**src/rtl/rbd_pkg.sv**
```systemverilog
// shared constants and types of the rgb565 2x2 box downscaler
package rbd_pkg;

  // source frame geometry
  localparam int SrcWidth  = 112;
  localparam int SrcHeight = 112;

  localparam int HalfW = SrcWidth / 2;
  localparam int HalfH = SrcHeight / 2;

  localparam int ColW = $clog2(SrcWidth);
  localparam int RowW = $clog2(SrcHeight);
  localparam int IdxW = (HalfW > 1) ? $clog2(HalfW) : 1;

  localparam logic [ColW-1:0] LastCol     = ColW'(SrcWidth - 1);
  localparam logic [RowW-1:0] LastRow     = RowW'(SrcHeight - 1);
  localparam logic [ColW-1:0] LastPairCol = ColW'(2 * HalfW - 1);
  localparam logic [RowW-1:0] LastPairRow = RowW'(2 * HalfH - 1);
  localparam bit              OddWidth    = (SrcWidth % 2) == 1;
  localparam bit              OddHeight   = (SrcHeight % 2) == 1;

  // queue between front and back
  localparam int QueueDepth = 4;
  localparam int QPtrW      = $clog2(QueueDepth);
  localparam int QCntW      = $clog2(QueueDepth + 1);

  // what the back end does with a queued pair
  typedef enum logic {
    OpStore = 1'b0,
    OpEmit  = 1'b1
  } pair_op_e;

  // horizontal pair sum of one source row
  typedef struct packed {
    logic [5:0] r;
    logic [6:0] g;
    logic [5:0] b;
  } pair_sum_t;

  typedef struct packed {
    pair_op_e        op;
    logic [IdxW-1:0] idx;
    pair_sum_t       pair;
    logic            last;
  } pair_job_t;

endpackage

```
**src/rtl/rgb565_box_downscale_2x2.sv**
```systemverilog
// top level of the rgb565 2x2 box downscaler
//
//   channel  | signals                                | direction
//   ---------+----------------------------------------+----------
//   source   | in_valid_i, in_stall_o, pixel_in_i     | in
//   result   | out_valid_o, out_stall_i, pixel_out_o, | out
//            | frame_end_o                            |
//
// one source pixel per clock is accepted while in_stall_o is low; each result
// leaves after the transfer of the bottom-right pixel of its block by way of the
// job queue, the line store read register and the output register
// rst_ni clears counters, the pending pixel, the queue and all valid flags;
// the line store needs no clearing since every entry is written on an even
// row before the following odd row reads it
// in_stall_o rises only when the four-entry job queue is full; out_stall_i
// holds the output register and backs up into the queue
module rgb565_box_downscale_2x2 (
  input  logic        clk_i,
  input  logic        rst_ni,
  input  logic        in_valid_i,
  output logic        in_stall_o,
  input  logic [15:0] pixel_in_i,
  output logic        out_valid_o,
  input  logic        out_stall_i,
  output logic [15:0] pixel_out_o,
  output logic        frame_end_o
);

  logic               accept;
  logic               push;
  rbd_pkg::pair_job_t push_job;
  logic               q_full;
  logic               head_valid;
  rbd_pkg::pair_job_t head_job;
  logic               pop;

  // source transfer completes whenever the queue has room
  assign in_stall_o = q_full;
  assign accept     = in_valid_i && !q_full;

  // front: counts position, pairs even/odd columns, tags jobs store or emit
  rbd_front u_front (
    .clk_i      (clk_i),
    .rst_ni     (rst_ni),
    .accept_i   (accept),
    .pixel_in_i (pixel_in_i),
    .push_o     (push),
    .job_o      (push_job)
  );

  // decouples the pixel stream from result stalls
  rbd_queue u_queue (
    .clk_i        (clk_i),
    .rst_ni       (rst_ni),
    .push_i       (push),
    .push_data_i  (push_job),
    .full_o       (q_full),
    .head_valid_o (head_valid),
    .head_o       (head_job),
    .pop_i        (pop)
  );

  // back: line store write on even rows, read and average on odd rows
  rbd_back u_back (
    .clk_i        (clk_i),
    .rst_ni       (rst_ni),
    .head_valid_i (head_valid),
    .head_i       (head_job),
    .pop_o        (pop),
    .out_valid_o  (out_valid_o),
    .out_stall_i  (out_stall_i),
    .pixel_out_o  (pixel_out_o),
    .frame_end_o  (frame_end_o)
  );

endmodule

```
**src/rtl/rbd_front.sv**
```systemverilog
// front end: position counters, horizontal pairing and job classification
module rbd_front (
  input  logic              clk_i,
  input  logic              rst_ni,
  input  logic              accept_i,
  input  logic [15:0]       pixel_in_i,
  output logic              push_o,
  output rbd_pkg::pair_job_t job_o
);

  logic [rbd_pkg::ColW-1:0] col_q, col_d;
  logic [rbd_pkg::RowW-1:0] row_q, row_d;
  logic [4:0]               h_r_q, h_b_q;
  logic [5:0]               h_g_q;
  logic [4:0]               px_r, px_b;
  logic [5:0]               px_g;
  logic                     in_block;
  logic                     col_odd;

  assign px_r = pixel_in_i[15:11];
  assign px_g = pixel_in_i[10:5];
  assign px_b = pixel_in_i[4:0];

  // unpaired last column or row is consumed and ignored
  assign in_block = !(rbd_pkg::OddWidth && (col_q == rbd_pkg::LastCol)) &&
                    !(rbd_pkg::OddHeight && (row_q == rbd_pkg::LastRow));
  assign col_odd  = col_q[0];

  assign push_o = accept_i && in_block && col_odd;

  always_comb begin
    job_o.op     = row_q[0] ? rbd_pkg::OpEmit : rbd_pkg::OpStore;
    job_o.idx    = rbd_pkg::IdxW'(col_q >> 1);
    job_o.pair.r = {1'b0, h_r_q} + {1'b0, px_r};
    job_o.pair.g = {1'b0, h_g_q} + {1'b0, px_g};
    job_o.pair.b = {1'b0, h_b_q} + {1'b0, px_b};
    job_o.last   = (row_q == rbd_pkg::LastPairRow) && (col_q == rbd_pkg::LastPairCol);
  end

  always_comb begin
    col_d = col_q;
    row_d = row_q;
    if (accept_i) begin
      if (col_q == rbd_pkg::LastCol) begin
        col_d = '0;
        row_d = (row_q == rbd_pkg::LastRow) ? '0 : row_q + 1'b1;
      end else begin
        col_d = col_q + 1'b1;
      end
    end
  end

  always_ff @(posedge clk_i or negedge rst_ni) begin
    if (!rst_ni) begin
      col_q <= '0;
      row_q <= '0;
    end else begin
      col_q <= col_d;
      row_q <= row_d;
    end
  end

  // pending even-column pixel
  always_ff @(posedge clk_i or negedge rst_ni) begin
    if (!rst_ni) begin
      h_r_q <= '0;
      h_g_q <= '0;
      h_b_q <= '0;
    end else if (accept_i && in_block && !col_odd) begin
      h_r_q <= px_r;
      h_g_q <= px_g;
      h_b_q <= px_b;
    end
  end

endmodule

```
**src/rtl/rbd_queue.sv**
```systemverilog
// short job queue between front and back end
module rbd_queue (
  input  logic               clk_i,
  input  logic               rst_ni,
  input  logic               push_i,
  input  rbd_pkg::pair_job_t push_data_i,
  output logic               full_o,
  output logic               head_valid_o,
  output rbd_pkg::pair_job_t head_o,
  input  logic               pop_i
);

  rbd_pkg::pair_job_t        slots_q [rbd_pkg::QueueDepth];
  logic [rbd_pkg::QPtrW-1:0] wr_ptr_q, rd_ptr_q;
  logic [rbd_pkg::QCntW-1:0] count_q;

  assign full_o       = count_q == rbd_pkg::QCntW'(rbd_pkg::QueueDepth);
  assign head_valid_o = count_q != '0;
  assign head_o       = slots_q[rd_ptr_q];

  always_ff @(posedge clk_i) begin
    if (push_i) begin
      slots_q[wr_ptr_q] <= push_data_i;
    end
  end

  always_ff @(posedge clk_i or negedge rst_ni) begin
    if (!rst_ni) begin
      wr_ptr_q <= '0;
      rd_ptr_q <= '0;
      count_q  <= '0;
    end else begin
      if (push_i) begin
        wr_ptr_q <= wr_ptr_q + 1'b1;
      end
      if (pop_i) begin
        rd_ptr_q <= rd_ptr_q + 1'b1;
      end
      if (push_i && !pop_i) begin
        count_q <= count_q + 1'b1;
      end else if (!push_i && pop_i) begin
        count_q <= count_q - 1'b1;
      end
    end
  end

endmodule

```
**src/rtl/rbd_back.sv**
```systemverilog
// back end: half-width line store, vertical combine and output register
module rbd_back (
  input  logic               clk_i,
  input  logic               rst_ni,
  input  logic               head_valid_i,
  input  rbd_pkg::pair_job_t head_i,
  output logic               pop_o,
  output logic               out_valid_o,
  input  logic               out_stall_i,
  output logic [15:0]        pixel_out_o,
  output logic               frame_end_o
);

  rbd_pkg::pair_sum_t line_q [rbd_pkg::HalfW];
  rbd_pkg::pair_sum_t rdata_q;
  rbd_pkg::pair_sum_t s1_pair_q;
  logic               s1_last_q;
  logic               s1_valid_q, s1_valid_d;
  logic               s1_adv;
  logic               pop_emit;
  logic               out_valid_q, out_valid_d;
  logic [15:0]        pixel_q;
  logic               frame_end_q;
  logic [6:0]         sum_r, sum_b;
  logic [7:0]         sum_g;

  assign s1_adv   = s1_valid_q && (!out_valid_q || !out_stall_i);
  assign pop_o    = head_valid_i &&
                    ((head_i.op == rbd_pkg::OpStore) || !s1_valid_q || s1_adv);
  assign pop_emit = pop_o && (head_i.op == rbd_pkg::OpEmit);

  // line store port
  always_ff @(posedge clk_i) begin
    if (pop_o && (head_i.op == rbd_pkg::OpStore)) begin
      line_q[head_i.idx] <= head_i.pair;
    end
    if (pop_emit) begin
      rdata_q <= line_q[head_i.idx];
    end
  end

  always_ff @(posedge clk_i) begin
    if (pop_emit) begin
      s1_pair_q <= head_i.pair;
      s1_last_q <= head_i.last;
    end
  end

  assign sum_r = {1'b0, s1_pair_q.r} + {1'b0, rdata_q.r};
  assign sum_g = {1'b0, s1_pair_q.g} + {1'b0, rdata_q.g};
  assign sum_b = {1'b0, s1_pair_q.b} + {1'b0, rdata_q.b};

  assign s1_valid_d  = pop_emit || (s1_valid_q && !s1_adv);
  assign out_valid_d = s1_adv || (out_valid_q && out_stall_i);

  always_ff @(posedge clk_i or negedge rst_ni) begin
    if (!rst_ni) begin
      s1_valid_q  <= 1'b0;
      out_valid_q <= 1'b0;
    end else begin
      s1_valid_q  <= s1_valid_d;
      out_valid_q <= out_valid_d;
    end
  end

  always_ff @(posedge clk_i) begin
    if (s1_adv) begin
      pixel_q     <= {sum_r[6:2], sum_g[7:2], sum_b[6:2]};
      frame_end_q <= s1_last_q;
    end
  end

  assign out_valid_o = out_valid_q;
  assign pixel_out_o = pixel_q;
  assign frame_end_o = frame_end_q;

endmodule
```
**config.mk**
```make
export PLATFORM = sky130hd
export DESIGN_NAME = rgb565_box_downscale_2x2
export DESIGN_NICKNAME = d
export VERILOG_FILES = /design/src/rtl/rbd_pkg.sv /design/src/rtl/rgb565_box_downscale_2x2.sv /design/src/rtl/rbd_front.sv /design/src/rtl/rbd_queue.sv /design/src/rtl/rbd_back.sv
export SDC_FILE = /design/constraint.sdc
export NUM_CORES = 1
export LEC_CHECK = 0
export BUFFER_PORTS_ARGS = -buffer_cell sky130_fd_sc_hd__buf_4
export CAP_MARGIN = 20
export CORE_ASPECT_RATIO = 1.5
export CORE_MARGIN = 5
export CORE_UTILIZATION = 57
export DETAILED_ROUTE_END_ITERATION = 8
export HOLD_SLACK_MARGIN = 0.08
export PLACE_DENSITY = 0.76
export SYNTH_ARGS = -nofsm -noshare
export SYNTH_HDL_FRONTEND = slang
export SYNTH_SLANG_ARGS = --single-unit
```
**constraint.sdc**
```tcl
create_clock -name clk_i -period 3.88 [get_ports clk_i]
set_clock_uncertainty 0.1 [all_clocks]
set_input_delay 0.776 -clock clk_i [delete_from_list [all_inputs] [get_ports clk_i]]
set_output_delay 0.776 -clock clk_i [all_outputs]
set_load 0.03 [all_outputs]
```
# [After elaboration in Yosys (flattened, before gate mapping)]
# Memory sizes are Yosys's and may differ from the RTL's. A register that Yosys moved wholly into a read port is not among the register bits.
# Cells that the tools add are included.
[totals] ram_bits=1172 wordCells=71 memories=2 out_inout_bits=19 regBits=76
[memory_table] name="u_back.line_q" depth=56 word_bits=19 rd=1 rd_clocked_by_memory_dff=1 wr=1 line="rbd_back.sv:14" text="rbd_pkg::pair_sum_t line_q [rbd_pkg::HalfW];"
[memory_table] name="u_queue.slots_q" depth=4 word_bits=27 rd=1 rd_clocked_by_memory_dff=0 wr=1 line="rbd_queue.sv:13" text="rbd_pkg::pair_job_t slots_q [rbd_pkg::QueueDepth];"
[op_classes] n_mux=9 n_addsub=12 n_bitwise=1 n_reduce_logical=28 n_eq_ne=3
[op_table] op="$add A6 B6 Y7" count=3
[op_table] op="$add A7 B1 Y7 const B" count=2
[op_table] op="$eq A7 B7 Y1 const B" count=2
[op_table] op="$mux W7" count=2
[op_table] op="$add A5 B5 Y6" count=2
[op_table] op="$logic_and A1 B1 Y1" count=12
[op_table] op="$add A7 B7 Y8" count=1
[op_table] op="$logic_not A1 Y1" count=8
[op_table] op="$mux W3" count=2
[op_table] op="$logic_or A1 B1 Y1" count=5
[op_table] op="$mux W1" count=5
[op_table] op="$add A2 B1 Y2 const B" count=2
[op_table] op="$add A3 B1 Y3 const B" count=1
[op_table] op="$eq A3 B3 Y1 const B" count=1
[op_table] op="$reduce_bool A3 Y1" count=1
[op_table] op="$sub A3 B1 Y3 const B" count=1
[op_table] op="$reduce_and A2 Y1" count=1
[op_table] op="$reduce_bool A2 Y1" count=1
[op_table] op="$not A1 Y1" count=1

# [Depth between registers and ports, before layout]
[logic_depth] depth_word=8 depth_mapped=13 ltp_nobuf=9

# [By module]
# A second synthesis with hierarchy kept.
[unflattened] hier_cells=2697 hier_area_um2=49528.8
[by_module_without_submodules] module="rbd_back" n_inst=1 area_per_inst_um2=43289.0 cells_per_inst=2338 seq_area_each_um2=33682.3
[by_module_without_submodules] module="rbd_queue" n_inst=1 area_per_inst_um2=4300.4 cells_per_inst=175 seq_area_each_um2=3418.3
[by_module_without_submodules] module="rbd_front" n_inst=1 area_per_inst_um2=1925.6 cells_per_inst=183 seq_area_each_um2=750.7
[by_module_without_submodules] module="rgb565_box_downscale_2x2" n_inst=1 area_per_inst_um2=13.8 cells_per_inst=1 seq_area_each_um2=0.0

# [Least setup slack after synthesis]
# OpenSTA, ideal clock, no wires.
[synth_timing] kind="register to register" from="reg u_queue.rd_ptr_q[0] (netlist bit)" to="mem u_back.line_q[55][0] (netlist bit), enable pin" arrival_time_ns=3.152 t_required_ns=3.385 setup_ns=0.395 synth_period_minus_slack_ns=3.647 setup_slack_ns=0.233 path_stages_with_launch=11 path_cell_list="dfrtp_1 -> buf_6 -> mux4_2 -> buf_2 -> buf_4 -> buf_2 -> buf_2 -> buf_2 -> buf_2 -> nand2_1 -> nor2_1"
[synth_between] elab_chain_len=8
[synth_lines] element="start, declared" line="rbd_queue.sv:14" text="logic [rbd_pkg::QPtrW-1:0] wr_ptr_q, rd_ptr_q;"
[synth_lines] element="start signal, assigned" line="rbd_queue.sv:37" text="rd_ptr_q <= rd_ptr_q + 1'b1;"
[synth_lines] element="$mem_v2 Z4 W27 *"
[synth_lines] element="$not A1 Y1" line="rbd_back.sv:29, rbd_back.sv:34"
[synth_lines] element="$logic_or A1 B1 Y1 (2 in a row)" line="rbd_back.sv:29" text="((head_i.op == rbd_pkg::OpStore) || !s1_valid_q || s1_adv);"
[synth_lines] element="$logic_and A1 B1 Y1" line="rbd_back.sv:28" text="assign pop_o = head_valid_i &&"
[synth_lines] element="$logic_and A1 B1 Y1" line="rbd_back.sv:34" text="if (pop_o && (head_i.op == rbd_pkg::OpStore)) begin"
[synth_lines] element="$mux W1" line="rbd_back.sv:34"
[synth_lines] element="$mux W1 (not written as such)" line="rbd_back.sv:35" text="line_q[head_i.idx] <= head_i.pair;"
[synth_lines] element="end, declared" line="rbd_back.sv:14"
# Every way passes the cells marked *; elsewhere a longest branch is shown, timed or not.

# [Final worst setup path]
[layout_timing] from="reg u_queue.rd_ptr_q[0] (netlist bit)" to="reg u_back.rdata_q[6] (netlist name)"
[layout_between] elab_chain_len=6
[layout_lines] element="$mem_v2 Z4 W27 *"
[layout_lines] element="$not A1 Y1" line="rbd_back.sv:29"
[layout_lines] element="$logic_or A1 B1 Y1 (2 in a row)" line="rbd_back.sv:29"
[layout_lines] element="$logic_and A1 B1 Y1" line="rbd_back.sv:28"
[layout_lines] element="$logic_and A1 B1 Y1" line="rbd_back.sv:30" text="assign pop_emit = pop_o && (head_i.op == rbd_pkg::OpEmit);"
# Marks and branches as above.
# A chain may end at the register's enable or synchronous reset.

==> out/qor.txt <==
Outcome = finished with violations
Failing checks = setup timing
Leak Pwr = 0.0184 µW
Fmax = 0.255 GHz
Most frequent cells in the layout = edfxtp_1, buf_4, a22oi_1, nand2_1, clkbuf_16
Die W = 248 µm
Final ANT Viol Nets = 0
Die area = 91200 µm²
Register area = 37900 µm²
TritonCTS Sinks = 1267
Gpl congestion = 1.00
WHS Endpoint = u_front.h_r_q[2]
FP Rows = 131
Psw = 19500 µW
Overall Global Routing Usage = 31.6%
Crit Path Max Fanout = 15
Initial antenna violation count = 2
Core area = 84700 µm²
CTS H-tree depth = 3
CTS tree = built
WL/cell = 34.7 µm
Via count = 29.3k
CTS clk-pin slew, worst paths = 0.07 ns
Share of cells above drive strength 1 = 22.3%
Placed insts = 3983
Setup-failing EPs final = 3
Post-route design area = 56200 µm²
WS Path Type = register to register
Register area share after synthesis = 78.0%
Number of synthesized flops with an enable pin = 1228
# DRC = 0
Skew-Pair Late Insertion Delay = 0.72 ns
Clock Tree Root = clkbuf_16
Largest net degree at the start of global routing = 66
RR Endpoint = u_back.rdata_q[6]
Initial Utilization = 57.3%
Final Max Slew Viols = 0
Number of global-route vias before repair = 29.0k
1st-iter DRT viols = 4347
Internal = 31200 µW
Num CTS Buffers = 109
Worst-Margin Slew = 1.14 ns
Cells after Synth = 2716
Drt total wl = 146 mm
Critical Path RT = 4.18 ns
Yosys cell types = 69
Worst setup margin = -0.0481 ns
Worst setup SP type = register
Buffers on Ports = 38
Dpl hpwl = 89.1 mm
Reg2Reg Launch Point = u_queue.rd_ptr_q[0]
Filler cells = 5503
P per Cell Area = 904 nW/µm²
Area Overhead vs Synth = 15.7%
Ys flop type = edfxtp_1
Final hold vios = 0
Worst reg2reg setup slack = -0.05 ns
Most common cell after layout, fill and taps aside = edfxtp_1
First-pass GRT wire length = 205 mm
Post-DR vias/cell = 6.96
Synthesized area = 48500 µm²
Avg Inst Size Synth = 17.9 µm²
Max VDD drop = 0.000718 V
Syn Nets = 2779
#FFs+latches synth = 1267
Worst reg-to-reg path cell count = 10
Worst hold path depth = 2
Max cap viols = 0
CP arrival = 4.23 ns
Hold_sp = pixel_in_i[13]
Final Non-Filler Cells = 4209
IO Count = 39
Switching share of power = 38.5%
HP Class = input pin to register
Nets = 3049
Logic pwr share = 40.2%
Nature of the critical path endpoint = register
DRT Pass-1 Iters = 9
Area of the multi-input gates = 10400 µm²
Post-synth ARST share = 3.08%
Synthesis warning total = 0
Crit share post-route = 101%
Max Buffers Root-to-Sink = 3
Placed Area = 52300 µm²
Chip Height = 367 µm
Grt ovf = 0
Crit path time final = 3.93 ns
Headroom to the max-slew limit = 23.6%
Clock share of power = 21.0%
Reg power frac = 38.8%
[cell families (layout without fill, tap and decap cells)]
kind of cell / after synthesis / in the layout / synth area share [%]
other: 0 / 2 / 0
XOR/XNOR: 30 / 30 / 0.541
buffers and inverters: 158 / 515 / 1.51
AND/OR/NAND/NOR: 403 / 404 / 3.77
multiplexers: 215 / 218 / 6.08
flip-flops: 1267 / 1267 / 78.0
adder cells (fa/ha/maj): 43 / 43 / 1.17
AO/OA/AOI/OAI: 600 / 600 / 8.96
[synth_stat cells (10+ instances only)]
cell type	count	share of area, %
a22oi_1	180	2.8
nor3_1	17	0.18
clkbuf_1	72	0.56
mux2i_1	89	1.8
a32oi_1	19	0.34
o21ai_0	58	0.60
buf_2	53	0.55
mux4_2	57	2.6
and3_1	11	0.14
mux2_2	69	1.6
a41oi_1	13	0.23
dfrtp_1	39	2.0
a22o_1	30	0.54
nand2b_1	12	0.15
nand2_1	153	1.2
nand4_1	15	0.19
nor2b_1	15	0.19
nand3_1	27	0.28
xnor2_1	20	0.36
ha_1	39	1.0
a21oi_1	81	0.84
a221oi_1	72	1.3
edfxtp_1	1228	76
buf_1	15	0.12
o22ai_1	39	0.50
nor2_1	118	0.91
a31oi_1	25	0.32
xor2_1	10	0.18
[cell type report]
cell class	count	area share [%]
clock buffer	127	5.07
multi-input combinational	1295	18.5
inverter	7	0.0468
sequential	1267	67.4
antenna	2	0.00891
tap	1130	2.52
clock inverter	75	1.08
timing repair buffer	306	5.39
[power groups by stage]
stage | clock network, µW | registers, µW | logic, µW
floorplan | 0 | 19900 | 9640
global placement | 0 | 19900 | 18500
detailed placement | 0 | 20000 | 19100
CTS | 10700 | 19700 | 19300
global route | 11300 | 19800 | 20700
finish | 10700 | 19700 | 20400
[worst max path at each step]
stage / start / endpoint / slack, ns / depth (start not counted)
floorplan: u_queue.rd_ptr_q[0] / u_back.line_q[55][0] / 0.23 / 10
finish: u_queue.rd_ptr_q[0] / u_back.rdata_q[6] / -0.05 / 10
CTS: u_queue.rd_ptr_q[1] / u_back.rdata_q[4] / 0.002 / 10
detailed placement: u_queue.rd_ptr_q[0] / u_back.rdata_q[11] / -0.34 / 9
global placement: u_queue.rd_ptr_q[0] / u_back.rdata_q[11] / -0.28 / 9
global route: u_queue.rd_ptr_q[0] / u_back.rdata_q[5] / -0.002 / 8
[metal layers]
metal	up-vias	routed length [µm]	global-route usage, %
met1	14700	46000	38.3
met5	-	0	0
met4	0	13300	22.7
met2	2427	69800	50.1
li1	11600	-	-
met3	576	17000	6.92
[what timing repair did]
action	CTS	global route
gates cloned	2	2
buffers inserted	6	9
resized for setup	12	15
pin swaps	1	7
endpoints found under the hold margin	39	0
endpoints found under the setup margin	7	6
hold buffers	1	0
[sequential cells by signal, summed over array words and instances (netlist names), 2 cells and up]
name                flops
u_queue.wr_ptr_q        2
u_back.rdata_q         19
u_queue.slots_q       108
u_queue.count_q         3
u_back.s1_pair_q       19
u_front.h_g_q           6
u_back.pixel_out_o     16
u_front.row_q           7
u_front.h_b_q           5
u_front.h_r_q           5
u_back.line_q        1064
u_front.col_q           7
u_queue.rd_ptr_q        2
[critical path, stage by stage (launching register included)]
cell and delay, ns:
dfrtp_2 0.46, mux4_4 0.79, buf_12 0.21, buf_4 0.22, and2_0 0.20, buf_4 0.20
nand3_1 0.15, and3_1 0.19, nand3_2 0.12, a222oi_1 0.78, nand3_1 0.16
[through the flow]
| stage | hold slack, ns | power [µW] | utilization, % | TNS [ns] | setup slack [ns] |
|---|---|---|---|---|---|
| 2_1_floorplan | 0.300 | 29500 | - | 0 | 0.233 |
| 3_3_place_gp | 0.312 | 38400 | 61.7 | -0.941 | -0.277 |
| 3_5_place_dp | 0.306 | 39000 | 61.7 | -1.25 | -0.336 |
| 4_1_cts | 0.165 | 49800 | 66.0 | 0 | 0.00216 |
| 5_1_grt | 0.205 | 51800 | 66.3 | -0.00162 | -0.00162 |
| 6_report | 0.203 | 50800 | 66.3 | -0.0632 | -0.0481 |
Note: power is estimated with default switching activity, not from simulation.
